===== src/acirtx_pkg.sv =====
// Package for the air-conditioner IR frame transmitter.
// Holds field widths, phase codes, the base frame and the frame builder.
// No dependencies.
package acirtx_pkg;

    localparam int FRAME_BYTES = 8;
    localparam int FRAME_W     = FRAME_BYTES * 8;
    localparam int HALF_BITS   = (FRAME_BYTES / 2) * 8;
    localparam int FIRST_BITS  = HALF_BITS + 3;
    localparam int SECOND_BITS = HALF_BITS + 1;
    localparam int TICK_W      = 10;
    localparam int POS_W       = 7;
    localparam int HALF_IDX_W  = $clog2(HALF_BITS);
    localparam int IN_DATA_W   = 24;
    localparam int OUT_DATA_W  = 8;
    localparam int CFG_IDX_W   = 3;

    typedef logic [2:0] t_phase;
    localparam t_phase PH_IDLE   = 3'd0;
    localparam t_phase PH_START  = 3'd1;
    localparam t_phase PH_FIRST  = 3'd2;
    localparam t_phase PH_LINK   = 3'd3;
    localparam t_phase PH_SECOND = 3'd4;

    typedef logic [CFG_IDX_W-1:0] t_cfg_idx;
    localparam t_cfg_idx REG_START_MARK  = 3'd0;
    localparam t_cfg_idx REG_START_SPACE = 3'd1;
    localparam t_cfg_idx REG_BIT_MARK    = 3'd2;
    localparam t_cfg_idx REG_ZERO_SPACE  = 3'd3;
    localparam t_cfg_idx REG_ONE_SPACE   = 3'd4;
    localparam t_cfg_idx REG_LINK_MARK   = 3'd5;
    localparam t_cfg_idx REG_LINK_SPACE  = 3'd6;

    localparam logic [FRAME_W-1:0] BASE_FRAME = 64'h8800_2000_5000_000c;
    localparam logic [7:0] ASCII_ZERO = 8'h30;
    localparam logic [7:0] TEMP_MIN   = 8'd16;
    localparam logic [7:0] TEMP_MAX   = 8'd30;

    function automatic logic [3:0] frame_sum(input logic [FRAME_W-1:0] f);
        logic [7:0] c;
        c = {5'd0, f[2:0]} - 8'd1 + {4'd0, f[11:8]} + 8'd5
            + {3'd0, f[36], 4'd0} + {7'd0, f[24]};
        return c[3:0];
    endfunction

    function automatic logic [FRAME_W-1:0] build_frame(
        input logic       power_on,
        input logic [7:0] temp_tens,
        input logic [7:0] temp_ones,
        input logic [2:0] op_mode,
        input logic [1:0] fan_level
    );
        logic [FRAME_W-1:0] f;
        logic [7:0]         t;
        f = BASE_FRAME;
        if (!power_on) begin
            f[3]     = 1'b0;
            f[63:60] = frame_sum(f);
            f[63:56] = f[63:56] - 8'h80;
        end else begin
            t = (temp_tens - ASCII_ZERO) * 8'd10 + temp_ones - ASCII_ZERO;
            if (t < TEMP_MIN) t = TEMP_MIN;
            if (t > TEMP_MAX) t = TEMP_MAX;
            f[11:8]  = 4'(t - TEMP_MIN);
            f[2:0]   = op_mode;
            f[5:4]   = fan_level;
            f[63:60] = frame_sum(f);
        end
        return f;
    endfunction

endpackage


===== src/ac_ir_frame_transmitter_core.sv =====
// Top level of the air-conditioner IR frame transmitter.
// Uses acirtx_pkg for widths, phase codes and the frame builder.
//
//  Channel   Direction  Handshake                   Payload
//  s_axis    in         s_axis_tvalid/tready        tuser req_type, tdata fields
//  m_axis    out        m_axis_tvalid/tready        tdata gate/busy, tlast, tuser
//  cfg       in         i_cfg_valid/o_cfg_ready     i_cfg_index, i_cfg_data
//
// Each word is processed in the cycle it is accepted; its result word sits in
// the output register in the cycle after. A new word is taken every cycle while
// the output register is empty or being drained. Reset clears the phase,
// counters and output valid and loads the default timing registers. The
// configuration port is always ready.
module ac_ir_frame_transmitter_core (
    input  logic                               i_clk,
    input  logic                               i_rst_n,
    input  logic                               s_axis_tvalid,
    output logic                               s_axis_tready,
    // [0] power_on, [8:1] temp_tens, [16:9] temp_ones, [19:17] op_mode,
    // [21:20] fan_level, [23:22] zero
    input  logic [acirtx_pkg::IN_DATA_W-1:0]   s_axis_tdata,
    // [0] req_type
    input  logic                               s_axis_tuser,
    output logic                               m_axis_tvalid,
    input  logic                               m_axis_tready,
    // [0] carrier_gate, [1] busy_res, [7:2] zero
    output logic [acirtx_pkg::OUT_DATA_W-1:0]  m_axis_tdata,
    output logic                               m_axis_tlast,
    // [0] cmd_rejected
    output logic                               m_axis_tuser,
    input  logic                               i_cfg_valid,
    output logic                               o_cfg_ready,
    input  logic [acirtx_pkg::CFG_IDX_W-1:0]   i_cfg_index,
    input  logic [acirtx_pkg::TICK_W-1:0]      i_cfg_data
);

    logic [acirtx_pkg::TICK_W-1:0]  r_start_mark, r_start_space, r_bit_mark;
    logic [acirtx_pkg::TICK_W-1:0]  r_zero_space, r_one_space, r_link_mark, r_link_space;
    logic [acirtx_pkg::FRAME_W-1:0] r_frame, n_frame;
    acirtx_pkg::t_phase             r_phase, n_phase;
    logic [acirtx_pkg::POS_W-1:0]   r_pos, n_pos;
    logic                           r_mark, n_mark;
    logic [acirtx_pkg::TICK_W-1:0]  r_ticks, n_ticks;
    logic                           r_out_valid;
    logic                           r_gate, n_gate, r_busy, n_busy;
    logic                           r_done, n_done, r_rej, n_rej;

    logic                           in_accept;
    logic                           busy;
    logic                           cur_bit;
    logic [acirtx_pkg::TICK_W-1:0]  part_len;
    logic [acirtx_pkg::TICK_W:0]    ticks_inc;
    logic [acirtx_pkg::POS_W-1:0]   pos_inc;

    assign s_axis_tready = !r_out_valid || m_axis_tready;
    assign in_accept     = s_axis_tvalid && s_axis_tready;
    assign o_cfg_ready   = 1'b1;

    assign m_axis_tvalid = r_out_valid;
    assign m_axis_tdata  = {{(acirtx_pkg::OUT_DATA_W-2){1'b0}}, r_busy, r_gate};
    assign m_axis_tlast  = r_done;
    assign m_axis_tuser  = r_rej;

    assign busy = (r_phase == acirtx_pkg::PH_START) || (r_phase == acirtx_pkg::PH_FIRST)
               || (r_phase == acirtx_pkg::PH_LINK) || (r_phase == acirtx_pkg::PH_SECOND);

    always_comb begin
        if (r_phase == acirtx_pkg::PH_FIRST) begin
            if (r_pos < acirtx_pkg::POS_W'(acirtx_pkg::HALF_BITS)) begin
                cur_bit = r_frame[{1'b0, r_pos[acirtx_pkg::HALF_IDX_W-1:0]}];
            end else begin
                cur_bit = (r_pos == acirtx_pkg::POS_W'(acirtx_pkg::HALF_BITS + 1));
            end
        end else if (r_pos < acirtx_pkg::POS_W'(acirtx_pkg::HALF_BITS)) begin
            cur_bit = r_frame[{1'b1, r_pos[acirtx_pkg::HALF_IDX_W-1:0]}];
        end else begin
            cur_bit = 1'b0;
        end
    end

    always_comb begin
        if (r_phase == acirtx_pkg::PH_START) begin
            part_len = r_mark ? r_start_mark : r_start_space;
        end else if (r_phase == acirtx_pkg::PH_LINK) begin
            part_len = r_mark ? r_link_mark : r_link_space;
        end else if (r_mark) begin
            part_len = r_bit_mark;
        end else begin
            part_len = cur_bit ? r_one_space : r_zero_space;
        end
    end

    assign ticks_inc = {1'b0, r_ticks} + 1'b1;
    assign pos_inc   = r_pos + 1'b1;

    always_comb begin
        n_frame = r_frame;
        n_phase = r_phase;
        n_pos   = r_pos;
        n_mark  = r_mark;
        n_ticks = r_ticks;
        n_gate  = 1'b0;
        n_busy  = 1'b0;
        n_done  = 1'b0;
        n_rej   = 1'b0;
        if (s_axis_tuser) begin
            n_busy = 1'b1;
            if (busy) begin
                n_rej = 1'b1;
            end else begin
                n_frame = acirtx_pkg::build_frame(s_axis_tdata[0], s_axis_tdata[8:1],
                                                  s_axis_tdata[16:9], s_axis_tdata[19:17],
                                                  s_axis_tdata[21:20]);
                n_phase = acirtx_pkg::PH_START;
                n_pos   = '0;
                n_mark  = 1'b1;
                n_ticks = '0;
            end
        end else if (busy) begin
            n_busy = 1'b1;
            n_gate = r_mark;
            if (ticks_inc >= {1'b0, part_len}) begin
                n_ticks = '0;
                if (r_mark) begin
                    n_mark = 1'b0;
                end else begin
                    n_mark = 1'b1;
                    priority if (r_phase == acirtx_pkg::PH_START) begin
                        n_phase = acirtx_pkg::PH_FIRST;
                        n_pos   = '0;
                    end else if (r_phase == acirtx_pkg::PH_FIRST) begin
                        n_pos = pos_inc;
                        if (pos_inc >= acirtx_pkg::POS_W'(acirtx_pkg::FIRST_BITS)) begin
                            n_phase = acirtx_pkg::PH_LINK;
                            n_pos   = '0;
                        end
                    end else if (r_phase == acirtx_pkg::PH_LINK) begin
                        n_phase = acirtx_pkg::PH_SECOND;
                        n_pos   = '0;
                    end else begin
                        n_pos = pos_inc;
                        if (pos_inc >= acirtx_pkg::POS_W'(acirtx_pkg::SECOND_BITS)) begin
                            n_phase = acirtx_pkg::PH_IDLE;
                            n_pos   = '0;
                            n_mark  = 1'b0;
                            n_done  = 1'b1;
                        end
                    end
                end
            end else begin
                n_ticks = ticks_inc[acirtx_pkg::TICK_W-1:0];
            end
        end else begin
            n_phase = acirtx_pkg::PH_IDLE;
        end
    end

    always_ff @(posedge i_clk) begin
        if (!i_rst_n) begin
            r_start_mark  <= 10'd90;
            r_start_space <= 10'd40;
            r_bit_mark    <= 10'd6;
            r_zero_space  <= 10'd6;
            r_one_space   <= 10'd16;
            r_link_mark   <= 10'd7;
            r_link_space  <= 10'd200;
        end else if (i_cfg_valid && o_cfg_ready) begin
            unique case (i_cfg_index)
                acirtx_pkg::REG_START_MARK:  r_start_mark  <= i_cfg_data;
                acirtx_pkg::REG_START_SPACE: r_start_space <= i_cfg_data;
                acirtx_pkg::REG_BIT_MARK:    r_bit_mark    <= i_cfg_data;
                acirtx_pkg::REG_ZERO_SPACE:  r_zero_space  <= i_cfg_data;
                acirtx_pkg::REG_ONE_SPACE:   r_one_space   <= i_cfg_data;
                acirtx_pkg::REG_LINK_MARK:   r_link_mark   <= i_cfg_data;
                acirtx_pkg::REG_LINK_SPACE:  r_link_space  <= i_cfg_data;
                default: ;
            endcase
        end
    end

    always_ff @(posedge i_clk) begin
        if (!i_rst_n) begin
            r_frame     <= '0;
            r_phase     <= acirtx_pkg::PH_IDLE;
            r_pos       <= '0;
            r_mark      <= 1'b0;
            r_ticks     <= '0;
            r_out_valid <= 1'b0;
        end else begin
            if (in_accept) begin
                r_frame     <= n_frame;
                r_phase     <= n_phase;
                r_pos       <= n_pos;
                r_mark      <= n_mark;
                r_ticks     <= n_ticks;
                r_out_valid <= 1'b1;
            end else if (m_axis_tready) begin
                r_out_valid <= 1'b0;
            end
        end
    end

    always_ff @(posedge i_clk) begin
        if (in_accept) begin
            r_gate <= n_gate;
            r_busy <= n_busy;
            r_done <= n_done;
            r_rej  <= n_rej;
        end
    end

endmodule

===== config.mk =====
export PLATFORM = sky130hd
export DESIGN_NAME = ac_ir_frame_transmitter_core
export DESIGN_NICKNAME = d
export VERILOG_FILES = /design/src/acirtx_pkg.sv /design/src/ac_ir_frame_transmitter_core.sv
export SDC_FILE = /design/constraint.sdc
export NUM_CORES = 1
export LEC_CHECK = 0
export BUFFER_PORTS_ARGS = -buffer_cell sky130_fd_sc_hd__buf_2
export CAP_MARGIN = 10
export CORE_UTILIZATION = 51
export CTS_CLUSTER_SIZE = 25
export DETAILED_ROUTE_END_ITERATION = 10
export HOLD_SLACK_MARGIN = 0.06
export PLACE_DENSITY_LB_ADDON = 0.15
export SYNTH_ARGS = -nofsm -noshare
export SYNTH_HDL_FRONTEND = slang
export SYNTH_SLANG_ARGS = --single-unit

===== constraint.sdc =====
create_clock -name i_clk -period 11.9 [get_ports i_clk]
set_input_delay 0 -clock i_clk [delete_from_list [all_inputs] [get_ports i_clk]]
set_output_delay 0 -clock i_clk [all_outputs]
set_load 0.005 [all_outputs]

---- After elaboration in Yosys (flattened, before gate mapping) ----
Cells that the tools add are included.
word-level totals
  flip-flop bits (word level) ............. 114
  input port bits ......................... 43
  output and inout port bits .............. 13
  word-level logic and storage cells ...... 141
operators by class
  add/subtract/negate cells ............... 9
  multipliers ............................. 1
  $lt $le $gt $ge ......................... 8
  equal/unequal tests ..................... 17
  multiplexer cells ....................... 63
  bitwise gates (word level) .............. 2
  reductions and logical operators ........ 24
operator list
  operator               count
  $mux 10                10
  $mux 7                 10
  $mux 3                 11
  $mux 8                 4
  $mux 4                 6
  $mux 1                 19
  $sub 8x6->8 const B    2
  $ge 7x6->1 const B     2
  $reduce_and 2->1       7
  $eq 3x2->1 const B     4
  $eq 3x3->1 const B     4
  $add 10x1->11 const B  1
  $ge 11x10->1           1
  $bmux 1 s5             2
  $add 8x8->8            1
  $gt 8x5->1 const B     1
  $lt 8x5->1 const B     1
  $mul 8x3->7 const B    1
  $add 7x1->7 const B    1
  $eq 7x6->1 const B     1
  $lt 5x7->1 const B     1
  $lt 6x7->1 const B     1
  $lt 7x6->1 const B     1
  $reduce_or 7->1        1
  other kinds (21)       31

---- Depth between registers and ports, before layout ----
  depth after elaboration ................. 18
  mapped depth ............................ 20
  depth with buffers taken out ............ 20

---- Worst setup path after synthesis ----
OpenSTA, ideal clock, no wires.
  path kind ............................... register -> register
  start point ............................. reg r_pos[0] in the netlist's numbering
  end point ............................... reg r_pos[2] in the netlist's numbering
  library setup time ...................... 128 ps
  arrival time ............................ 3775 ps
  required time ........................... 11772 ps
  slack ................................... 7998 ps
  stages on the path, launching flop included .. 18
  buffers on the path ..................... 3
  clock period less this slack ............ 3902 ps
  path through ............................ dfxtp_1 -> buf_4 -> mux4_2 -> a32oi_1 -> o22ai_1 -> a41o_1 -> buf_4 -> mux2i_1 -> o31a_1 -> ha_1 -> a21o_1 -> a221o_1 -> a31o_2 -> and3_1 -> or2_2 -> buf_2 -> o21ai_2 -> o211ai_1
between the ends
  word-level cells in the longest chain between the ends .. 11
  elaborated cells between the ends (all ways) .. 28
  those cells by class .................... 1 x add/sub; 4 x order compare; 1 x eq/ne; 20 x mux; 2 x reduce/logical
RTL lines
  what                                  line                                                                    text
  start: declaration                    ac_ir_frame_transmitter_core.sv:41                                      logic [acirtx_pkg::POS_W-1:0] r_pos, n_pos;
  start signal: assignment              ac_ir_frame_transmitter_core.sv:193                                     r_pos <= n_pos;
  $bmux 1 s5, on equally long branches  ac_ir_frame_transmitter_core.sv:75, ac_ir_frame_transmitter_core.sv:70
  $mux 1, on equally long branches      ac_ir_frame_transmitter_core.sv:75, ac_ir_frame_transmitter_core.sv:70
  $mux 1, on equally long branches      ac_ir_frame_transmitter_core.sv:74, ac_ir_frame_transmitter_core.sv:69
  $mux 1                                ac_ir_frame_transmitter_core.sv:68                                      if (r_phase == acirtx_pkg::PH_FIRST) begin
  $mux 10                               ac_ir_frame_transmitter_core.sv:89                                      part_len = cur_bit ? r_one_space : r_zero_space;
  $mux 10                               ac_ir_frame_transmitter_core.sv:86                                      end else if (r_mark) begin
  $mux 10                               ac_ir_frame_transmitter_core.sv:84                                      end else if (r_phase == acirtx_pkg::PH_LINK) begin
  $mux 10                               ac_ir_frame_transmitter_core.sv:82                                      if (r_phase == acirtx_pkg::PH_START) begin
  $ge 11x10->1                          ac_ir_frame_transmitter_core.sv:122                                     if (ticks_inc >= {1'b0, part_len}) begin
  $reduce_bool 2->1 (no line)           n/a
  $reduce_and 5->1 (no line)            n/a
Parallel ways exist; a longest one is shown, timed or not. The select of a mux whose other input is x is not followed.
A chain may end at the register's enable or synchronous reset.

---- Worst setup path in the final report ----
  start point ............................. reg r_phase[1]
  end point ............................... reg r_pos[2] in the netlist's numbering
between the ends
  word-level cells in the longest chain between the ends .. 9
  elaborated cells between the ends (all ways) .. 24
  those cells by class .................... 1 x order compare; 5 x eq/ne; 12 x mux; 6 x reduce/logical
RTL lines
  what                         line                                                                                                         text
  start: declaration           ac_ir_frame_transmitter_core.sv:40                                                                           acirtx_pkg::t_phase r_phase, n_phase;
  start signal: assignment     ac_ir_frame_transmitter_core.sv:184                                                                          r_phase <= acirtx_pkg::PH_IDLE;
  start signal: assignment     ac_ir_frame_transmitter_core.sv:192                                                                          r_phase <= n_phase;
  $eq 3x2->1                   ac_ir_frame_transmitter_core.sv:64, ac_ir_frame_transmitter_core.sv:68, ac_ir_frame_transmitter_core.sv:131
  $mux 1                       ac_ir_frame_transmitter_core.sv:68
  $mux 10                      ac_ir_frame_transmitter_core.sv:89
  $mux 10                      ac_ir_frame_transmitter_core.sv:86
  $mux 10                      ac_ir_frame_transmitter_core.sv:84
  $mux 10                      ac_ir_frame_transmitter_core.sv:82
  $ge 11x10->1                 ac_ir_frame_transmitter_core.sv:122
  $reduce_bool 2->1 (no line)  n/a
  $reduce_and 5->1 (no line)   n/a
Parallel ways exist; a longest one is shown, timed or not. The select of a mux whose other input is x is not followed.

==> impl_metrics.json <==
{
  "hold_viol_final": 0,
  "crit_top_cell": "nor3_1",
  "seq_area_um2": 2260,
  "synth_ff_type": "dfxtp_1",
  "cts_buffers": 9,
  "htreeDepth": 3,
  "holdCritPathClass": "primary input to register",
  "drt_iter0_drc": 393,
  "grt_pass1_vias": 5538,
  "yosysWarnings": 0,
  "multi_input_area_um2": 3950,
  "synth_seq_cells": 111,
  "power_uw": 850,
  "cts_tree": "built",
  "dpl.cell_count": 971,
  "dpl_cell_area_um2": 6790,
  "critPathMaxStageDelay_ps": 870,
  "syn_inst": 800,
  "post-dp-hpwl_mm": 11.0,
  "antenna_found_initial": 0,
  "fp.dieH_um": 116,
  "max-cap-violations": 0,
  "path_delay_family": "compound AO/OA/AOI/OAI gates",
  "startpoint_type": "register",
  "setup_viol": 0,
  "ys_seq_area_share_pct": 34.4,
  "crit_path_end_kind": "register",
  "syn_area_um2": 6580,
  "skew_ps": 10.2,
  "grt_max_degree": 80,
  "critPathMaxFanout": 17,
  "crit_arrival_ps": 5440,
  "worstMarginPinSlew_ps": 871,
  "worst-setup-path-type": "register to register",
  "clk_latency_ps": 350,
  "combPwrFrac_pct": 20.1,
  "switching_power_uw": 248,
  "diodes": 0,
  "die-width_um": 116,
  "cp.required_ps": 12170,
  "slowest_stage": "dfxtp_1",
  "period_share_pct": 43.4,
  "synth_cell_types": 76,
  "synth_edf_count": 4,
  "slew_headroom_pct": 41.9,
  "area_growth_pct": 11.0,
  "via_count": 5795,
  "drive_above_1_share_pct": 12.1,
  "route.detailed.drc": 0,
  "fmax_ghz": 0.194,
  "via_per_inst": 5.74,
  "first_pass_iters": 5,
  "fin_area_um2": 7300,
  "pwr-share-clk_pct": 33.8,
  "power_frac_seq_pct": 46.1,
  "place.gp.congestion": 0.849,
  "slew_viol_final": 0,
  "rows": 41,
  "clock-sinks": 111,
  "status": "finished, final reports clean",
  "critical_path_buf_inv_count": 1,
  "io_pins": 56,
  "track_usage_pct": 25.3,
  "dieArea_um2": 13400,
  "clock_path_buffers": 2,
  "layoutNonFillerInstCount": 1009,
  "synth_area_per_cell_um2": 8.23,
  "finalNetCount": 921,
  "path_cells": "inv_1 -> nor3_1 -> a41o_1 -> mux2i_1 -> o31a_1 -> ha_1 -> a21o_1 -> a221o_1 -> a31o_2 -> and3_1 -> nor3_1 -> nand2_1 -> o211ai_1",
  "tns_ps": 0,
  "core_area_um2": 12600,
  "worst_ir_drop_vdd_mv": 0.0803,
  "power_density_nw_per_um2": 116,
  "cts.clk_slew.worst_paths_ps": 70,
  "hold-worst-slack_ps": 89.4,
  "ant_nets": 0,
  "gr-total-overflow": 0,
  "drt-total-wl_mm": 15.7,
  "grt_pass1_wl_mm": 26.6,
  "io_buffers": 45,
  "power.internal_uw": 602,
  "wl_per_cell_um": 15.6,
  "async_flop_share_pct": 0,
  "nFillCells": 1201,
  "period_needed_ps": 5170,
  "switching_share_pct": 29.2,
  "rsz0062_at_grt": "no",
  "cts-root-buf": "clkbuf_16",
  "power.leakage_nw": 2.85,
  "start_util_pct": 52.2
}
-- cell usage after synthesis, types with 5 or more instances --
cell	number	share of area [%]
a21o_1	11	1.3
buf_2	7	0.53
a21oi_1	90	6.8
xor2_1	7	0.93
mux4_2	11	3.8
mux2i_1	15	2.3
o31a_1	7	0.93
inv_1	25	1.4
nor2b_1	5	0.48
clkbuf_1	29	1.7
and3_1	10	0.95
xnor2_1	13	1.7
nor2_1	36	2.1
buf_4	14	1.6
nand3b_1	7	0.80
nand2b_1	8	0.76
o21ai_0	14	1.1
nand3_1	34	2.6
a32oi_1	8	1.1
nor4_1	6	0.57
nand2_1	184	10
dfxtp_1	107	33
nand4_1	6	0.57
nor3_1	12	0.91
a31oi_1	6	0.57
ha_1	42	8.0
-- sequential cells by signal, indices dropped and copies added, names as in the netlist, 3 cells and up --
signal,count
r_phase,3
r_link_space,10
r_start_mark,10
r_pos,7
r_start_space,10
r_bit_mark,10
r_frame,15
r_ticks,10
r_zero_space,10
r_one_space,10
r_link_mark,10
-- path summary, 6_finish.rpt --
| path | start | end | slack (ps) | cells past startpoint |
|---|---|---|---|---|
| hold reg to reg | r_zero_space[0] | r_zero_space[0] | 460 | 2 |
| setup / recovery | r_phase[1] | r_pos[2] | 6730 | 13 |
| hold / removal | s_axis_tuser | r_phase[0] | 90 | 3 |
| setup reg to reg | r_phase[1] | r_pos[2] | 6730 | 13 |
-- power by group through the flow --
| stage | registers, mW | logic (mW) | clock network (mW) |
|---|---|---|---|
| 2_1_floorplan | 0.398 | 0.130 | 0 |
| 3_3_place_gp | 0.400 | 0.162 | 0 |
| 3_5_place_dp | 0.400 | 0.166 | 0 |
| 4_1_cts | 0.391 | 0.172 | 0.296 |
| 5_1_grt | 0.393 | 0.194 | 0.311 |
| 6_report | 0.392 | 0.171 | 0.287 |
-- kinds of logic after synthesis --
family | after synthesis | share of synthesized area [%]
and+or+nand+nor | 328 | 22.9
muxes | 26 | 6.05
buffers and inverters | 83 | 5.89
xor gates and xnor gates | 22 | 3.25
other | 2 | 0.114
AOI/OAI and AO/OA | 183 | 18.6
adders and majority gates | 45 | 8.90
DFF | 111 | 34.4
-- through the flow --
| step | worst slack [ps] | util [%] |
|---|---|---|
| finish | 6730 | 57.9 |
| global route | 6390 | 57.9 |
| CTS | 6720 | 57.9 |
| detailed placement | 6740 | 53.8 |
| global placement | 6800 | 53.8 |
| floorplan | 8000 | - |
-- timing repair --
action,in CTS,in global routing
setup buffers,0,0
hold buffers,23,0
resized for setup,0,0
endpoints found under the hold margin,80,0
-- worst reg2reg max path, stage by stage (launching register included) --
cell,delay [ps]
dfxtp_1,870
inv_1,450
nor3_1,660
a41o_1,690
mux2i_1,180
o31a_1,280
ha_1,300
a21o_1,160
a221o_1,330
a31o_2,250
and3_1,170
nor3_1,530
nand2_1,110
o211ai_1,110
-- layout by cell type, fill, tap and decap left out, types with 7 or more instances in the layout --
cell type	netlist	final
mux4_2	11	11
o31a_1	7	7
nand2_1	184	184
conb_1	2	7
dlygate4sd3_1	0	23
nor3_1	12	12
nand3b_1	7	7
nor2_1	36	36
clkbuf_16	0	9
mux2i_1	15	15
buf_2	7	45
inv_1	25	25
a21o_1	11	11
a32oi_1	8	8
xnor2_1	13	13
nand2b_1	8	8
a21oi_1	90	90
o21ai_0	14	14
nand3_1	34	34
ha_1	42	42
and3_1	10	10
dfxtp_1	107	107
xor2_1	7	7
-- routing by layer --
| metal | global-route usage [%] | up-vias | share of wire, % | wire length, µm |
|---|---|---|---|---|
| li1 | - | 2869 | - | - |
| met1 | 32.9 | 2739 | 46 | 7320 |
| met2 | 43.0 | 175 | 48 | 7520 |
| met3 | 4.39 | 12 | 4.8 | 750 |
| met4 | 7.19 | 0 | 0.98 | 154 |
| met5 | 0 | - | 0 | 0 |
-- cell type report --
cell class                      count  area share, %
Clock buffer                        9           3.08
Clock inverter                      6          0.754
Inverter                           27           1.39
Multi-Input combinational cell    611           54.1
Sequential cell                   111           31.0
Tap cell                          172           2.95
Timing Repair Buffer               73           6.75
No activity file was read; power rests on OpenSTA's default activity.
